### config.mk
export PLATFORM = sky130hd
export DESIGN_NAME = pfsa_ctrl
export DESIGN_NICKNAME = d
export VERILOG_FILES = /design/src/rtl/core/pfsa_pkg.sv /design/src/rtl/core/pfsa_ctrl.sv
export SDC_FILE = /design/constraint.sdc
export NUM_CORES = 1
export LEC_CHECK = 0
export ABC_CLOCK_PERIOD_IN_PS = 2200
export BUFFER_PORTS_ARGS = -buffer_cell sky130_fd_sc_hd__buf_2
export CAP_MARGIN = 15
export CORE_AREA = 3 3 40 42
export DETAILED_ROUTE_END_ITERATION = 12
export DIE_AREA = 0 0 43 45
export PLACE_DENSITY = 0.78
export REMOVE_ABC_BUFFERS = 1
export SKIP_CTS_REPAIR_TIMING = 1
export SYNTH_ARGS = -nofsm -noshare
export SYNTH_HDL_FRONTEND = slang
export SYNTH_SLANG_ARGS = --single-unit
export TNS_END_PERCENT = 100
### constraint.sdc
create_clock -name clk -period 2.2 [get_ports clk]
set_input_delay 0.44 -clock clk [delete_from_list [all_inputs] [get_ports clk]]
set_output_delay 0.44 -clock clk [all_outputs]
set_load 0.005 [all_outputs]
### src/rtl/core/pfsa_pkg.sv
// Package for the PFSA forward log-likelihood scorer: payload structs,
// function codes, controller states and command/status structs. No dependencies.
`default_nettype none
package pfsa_pkg;
  localparam int unsigned N_STATES = 16;
  localparam int unsigned N_SYMBOLS = 8;
  localparam int unsigned PROB_FRAC_BITS = 16;
  localparam int unsigned LOG_FRAC = 16;
  localparam int unsigned COUNT_W = 20;
  localparam int unsigned MEAN_W = 22;

  typedef enum logic [1:0] {
    FN_MODEL = 2'd0,
    FN_INIT  = 2'd1,
    FN_SYM   = 2'd2,
    FN_END   = 2'd3
  } func_t;

  typedef struct packed {
    logic [1:0]  func;
    logic [3:0]  state_index;
    logic [2:0]  symbol_value;
    logic [3:0]  target_state;
    logic        target_valid;
    logic [16:0] probability;
  } in_item_t;

  typedef struct packed {
    logic [21:0] mean_neg_log2;
    logic [19:0] symbols_seen;
    logic        zero_prob_seen;
  } out_item_t;

  typedef enum logic [3:0] {
    ST_IDLE,
    ST_LOAD,
    ST_CLR,
    ST_ACC,
    ST_LOG,
    ST_NORM,
    ST_MEAN,
    ST_OUT
  } ctrl_state_t;

  typedef struct packed {
    logic latch_sym;   // capture the observed symbol of an accepted item
    logic start_load;  // copy initial weights, one state per cycle
    logic start_clr;   // clear scatter weights
    logic start_acc;   // walk states forming pr and scatter
    logic start_log;   // log2 by squaring
    logic start_norm;  // divide each weight by sum
    logic start_mean;  // divide accumulator by count
    logic sym_fin;     // commit accumulator and counter
    logic seq_reset;   // clear sequence state
  } dp_cmd_t;

  typedef struct packed {
    logic done;
    logic sum_zero;
  } dp_status_t;
endpackage
`default_nettype wire

### src/rtl/core/pfsa_ctrl.sv
// Controller of the PFSA scorer: sequences the datapath units per item
// and runs the handshakes. Uses pfsa_pkg.
`default_nettype none
module pfsa_ctrl
  import pfsa_pkg::*;
(
  input  wire logic       clk,
  input  wire logic       rst_n,
  input  wire logic       in_valid,
  output logic            in_stall,
  input  wire in_item_t   in_data,
  output logic            out_valid,
  input  wire logic       out_stall,
  output logic            wr_model,
  output logic            wr_init,
  output dp_cmd_t         cmd,
  input  wire dp_status_t status
);
  ctrl_state_t state_r, state_nxt;
  logic fresh_r, fresh_nxt;
  logic ov_r, ov_nxt;
  logic acc_in;

  // Only an end item has to wait for a pending result to be transferred.
  assign in_stall = (state_r != ST_IDLE) || (ov_r && (in_data.func == FN_END));
  assign acc_in = in_valid && !in_stall;
  assign out_valid = ov_r;

  always_ff @(posedge clk) begin
    if (!rst_n) begin
      state_r <= ST_IDLE;
      fresh_r <= 1'b1;
      ov_r <= 1'b0;
    end else begin
      state_r <= state_nxt;
      fresh_r <= fresh_nxt;
      ov_r <= ov_nxt;
    end
  end

  always_comb begin
    state_nxt = state_r;
    fresh_nxt = fresh_r;
    ov_nxt = ov_r && out_stall;
    cmd = '0;
    wr_model = 1'b0;
    wr_init = 1'b0;
    case (state_r)
      ST_IDLE: begin
        if (acc_in) begin
          case (in_data.func)
            FN_MODEL: wr_model = 1'b1;
            FN_INIT:  wr_init = 1'b1;
            FN_SYM: begin
              cmd.latch_sym = 1'b1;
              if (fresh_r) begin
                cmd.start_load = 1'b1;
                state_nxt = ST_LOAD;
              end else begin
                cmd.start_clr = 1'b1;
                state_nxt = ST_CLR;
              end
            end
            default: begin
              cmd.start_mean = 1'b1;
              state_nxt = ST_MEAN;
            end
          endcase
        end
      end
      ST_LOAD: if (status.done) begin
        fresh_nxt = 1'b0;
        cmd.start_clr = 1'b1;
        state_nxt = ST_CLR;
      end
      ST_CLR: if (status.done) begin
        cmd.start_acc = 1'b1;
        state_nxt = ST_ACC;
      end
      ST_ACC: if (status.done) begin
        cmd.start_log = 1'b1;
        state_nxt = ST_LOG;
      end
      ST_LOG: if (status.done) begin
        cmd.sym_fin = 1'b1;
        if (status.sum_zero) state_nxt = ST_IDLE;
        else begin
          cmd.start_norm = 1'b1;
          state_nxt = ST_NORM;
        end
      end
      ST_NORM: if (status.done) state_nxt = ST_IDLE;
      ST_MEAN: if (status.done) begin
        state_nxt = ST_OUT;
      end
      ST_OUT: begin
        ov_nxt = 1'b1;
        cmd.seq_reset = 1'b1;
        fresh_nxt = 1'b1;
        state_nxt = ST_IDLE;
      end
      default: state_nxt = ST_IDLE;
    endcase
  end
endmodule
`default_nettype wire

# --- Word-level counts from Yosys, hierarchy flattened ---
# Index checks and enable logic that the tools add are counted.
totals:
  elab_cells: 71
  register_bits: 6
  out_inout_bits: 13
op_classes:
  mux: 37
  n_reduce_logical: 13
  n_eq_ne: 18
ops:
  columns: ["op", "n"]
  rows:
  - ["$mux 4", 7]
  - ["$pmux 4 s7", 1]
  - ["$mux 1", 21]
  - ["$eq 4x3->1 const B", 4]
  - ["$ne 2x2->1 const B", 8]
  - ["$mux 3", 3]
  - ["$eq 4x2->1 const B", 2]
  - ["$pmux 4 s2", 1]
  - ["$reduce_and 8->1", 1]
  - ["$eq 2x2->1 const B", 2]
  - ["$eq 4x1->1 const B", 1]
  - ["$logic_not 4->1", 1]
  - ["$mux 2", 2]
  - ["$pmux 1 s2", 2]
  - ["$reduce_bool 4->1", 1]
  - ["$logic_and 1x1->1", 3]
  - ["$reduce_or 3->1", 1]
  - ["$eq 2x1->1 const B", 1]
  - ["$logic_not 2->1", 1]
  - ["$reduce_and 2->1", 1]
  - ["$reduce_bool 2->1", 1]
  - ["$reduce_or 2->1", 1]
  - ["$logic_not 1->1", 1]
  - ["$logic_or 1x1->1", 1]

# --- Logic depth before layout (Yosys ltp) ---
logic_depth:
  word_depth: 7
  ltp_mapped: 5

# --- Least setup slack after synthesis ---
# No wires, ideal clock.
synth_path:
  path_kind: "register to output"
  start: "register state_r[2]"
  end: "output cmd[3] (netlist name)"
  stages_incl_launch_ff: 5
  path_buffers: 1
  t_arrival_ns: 1.104
  required_ns: 1.760
  setup_slack_ns: 0.656
  path_cell_list: "dfxtp_1 > buf_6 > inv_1 > nor4b_1 > nor2b_1"
synth_lines:
  columns: ["element", "line", "text"]
  rows:
  - ["start, declared", "pfsa_ctrl.sv:19", "ctrl_state_t state_r, state_nxt;"]
  - ["start signal, assigned", "pfsa_ctrl.sv:35", "state_r <= state_nxt;"]
  - ["end, declared", "pfsa_ctrl.sv:16", "output dp_cmd_t cmd,"]

==> impl_metrics.csv <==
group,metric,value,unit
run_status,result_of_the_run,"complete, no violations",
timing,slew-limit-headroom,66.3,%
route,postRouteWirelength,1.03,mm
setup_path,critical_path.max_stage_delay,0.46,ns
die,row_count,13,
timing,timing.fmax,513,MHz
setup_path,timing.critical_path.from_type,"flip-flop",
synthesis,synthesis.area,429,sq um
layout,diodes,0,
synthesis,synth-warning-count,0,
cts,cts-root-buf,"clkbuf_4",
layout,layout-drive-gt1-share,35.4,%
placement,port_bufs,20,
flow_run,timing.max_cap.violations,0,
setup_path,cp.required,1.76,ns
route,route.met2.wl,426,um
synthesis,synthTopCellsByArea,"dfxtp_1, nand2_1, o21ai_0",
timing,final.min_clock_period,1.95,ns
synthesis,syn-instance-count,59,
placement,finalWeightedCongestion,0.857,
synthesis,netlist.area_leader.share,23.3,%
synthesis,count_of_unique_library_cells_instantiated_by_yosys,27,
die,floorplan.core_area,1280,sq um
timing,max_slew.worst_pin.slew,0.505,ns
grt,grt_util_all_layers,12.8,%
placement,pre_cts_slack,0.375,ns
route,wl_met1,498,um
setup_path,arrival,1.51,ns
route,drt_first_iter_violations,4,
setup_path,critical_path_peak_fanout,14,
cts,cts_sinks,5,
layout,final_nets,117,
route,via_count_of_the_routed_design,478,
cts,cts-buffers-inserted,3,
grt,antenna_violations_before_repair,0,
setup_path,worst_setup_path_end_kind,"output port",
timing,setup_violations,0,
setup_path,type_of_the_worst_setup_path,"reg -> out",
grt,number_of_global_route_vias_before_repair,441,
die,fp.dieArea,1940,sq um
pwr,total_leakage_power,0.000266,uW
route,drt-pass1-iter-count,2,
placement,hpwl,801,um
timing,final_max_slew_viol_count,0,
setup_path,path_cells,"nor3_4 > nand3_1 > o21ai_0 > and2_1 > buf_2",
timing,setup_total_negative_slack,0,ns
timing,grt_setup_unrepaired,"no",
timing,final_min_period_over_clock_period,88.7,%
die,die_w,43,um
cts,clk_transition_reported_paths,0.04,ns
pwr,irDropWorstVdd,0.340,mV
synthesis,postSynthRegisterBits,5,
timing,finalHoldViolations,0,
route,detail_route.wl_per_cell,10.9,um
timing,layout_setup_ws,0.249,ns
layout,area_growth,26.8,%
route,antenna_violating_nets_post_route,0,
cts,worst_skew_pair.late_latency,0.24,ns
die,boundaryPins,50,
route,wl_met3,86,um
grt,maximum_number_of_pins_on_one_net_before_global_route_repair,15,
route,routed.top_layer,"met4",
die,floorplan.initialDensity,33.4,%
cts,buffer_depth_of_the_longest_clock_path,2,
cts,cts_tree,"built",
layout,layout.cells.most_common,"buf_2",
hold_path,hold_class,"in -> reg",
cts,cts_max_level,1,
route,residual_drc,0,
pwr,power.density,998,nW/um^2
layout,fillers,145,
die,die-height,45,um
synthesis,synthDominantAreaCellType,"dfxtp_1",
synthesis,synth.avg_cell_area,7.27,sq um
layout,layout_common_cells,"buf_2, nand2_1, nor2_1, o21ai_0",
timing,finalClockSkew,0.00106,ns
grt,grt_pass1_wl,1.85,mm
route,via_per_inst,5.09,
setup_path,cpMaxStageDelayCell,"dfxtp_1",
grt,globalRoute.totalOverflow,0,
layout,final_core_util,42.4,%
synthesis,synth.yosys.seq_area_share,23.3,%
==> worst max-delay path: cells and delay by family, from the launching register on <==
| kind | cells | cell delay (ns) |
|---|---|---|
| AOI/OAI and AO/OA | 1 | 0.14 |
| buffers and inverters | 1 | 0.10 |
| DFF | 1 | 0.46 |
| and+or+nand+nor | 3 | 0.57 |
==> final timing paths <==
check                to  cells past startpoint        from  slack, ns
max reg2reg  state_r[0]                      4  state_r[0]       0.73
max              cmd[6]                      5  state_r[0]       0.25
min reg2reg   out_valid                      2   out_valid       0.55
min           out_valid                      3   out_stall       0.43
==> area by class of cell <==
cell class,instances,area (sq um),area share (%)
multi-input cells,47,287,52.6
flip-flops and latches,5,101,18.6
repair buffers,20,100,18.4
clock buffers,4,26.3,4.83
well taps,15,18.8,3.45
inverters,3,11.3,2.07
==> kinds of logic after synthesis <==
| group | after synthesis | share of synthesized area [%] |
|---|---|---|
| DFF | 5 | 23.3 |
| and+or+nand+nor | 33 | 42.3 |
| buffers and inverters | 7 | 9.91 |
| AOI/OAI and AO/OA | 14 | 24.5 |
==> state kept, by name, indices dropped and copies added (netlist names) <==
name       count
fresh_r        1
out_valid      1
state_r        3
==> metal layers <==
layer,vias up,track usage (%)
met5,-,0
met4,0,9.04
met3,2,2.39
met2,20,18.6
met1,203,16.9
li1,253,-
==> stage by stage <==
step	hold WS, ns	total power, uW	instances	instance area [sq um]
finish	0.427	543	94	544
global route	0.436	602	94	544
CTS	0.427	546	94	543
detailed placement	0.555	441	90	517
global placement	0.543	431	90	517
floorplan	0.516	350	55	398
==> report_power, final <==
| group | leakage, uW | internal (uW) | switching, uW |
|---|---|---|---|
| logic | 0.000209 | 117 | 122 |
| registers | 0.0000413 | 121 | 77.9 |
| clock network | 0.0000150 | 68.5 | 36.1 |
==> synth_stat cells <==
cell	instances
a21oi_1	2
a311oi_1	1
a31oi_1	1
a41oi_2	1
and2_1	3
and3_1	1
and3_2	1
buf_2	1
buf_4	2
buf_6	1
dfxtp_1	5
inv_1	3
nand2_1	7
nand3_1	4
nor2_1	5
nor2b_1	3
nor3_1	4
nor3_4	1
nor3b_1	1
nor4_1	1
nor4b_1	1
o211ai_1	1
o21a_1	1
o21ai_0	5
o31ai_1	1
o41ai_2	1
or3_1	1
(Power assumes the default switching activity.)
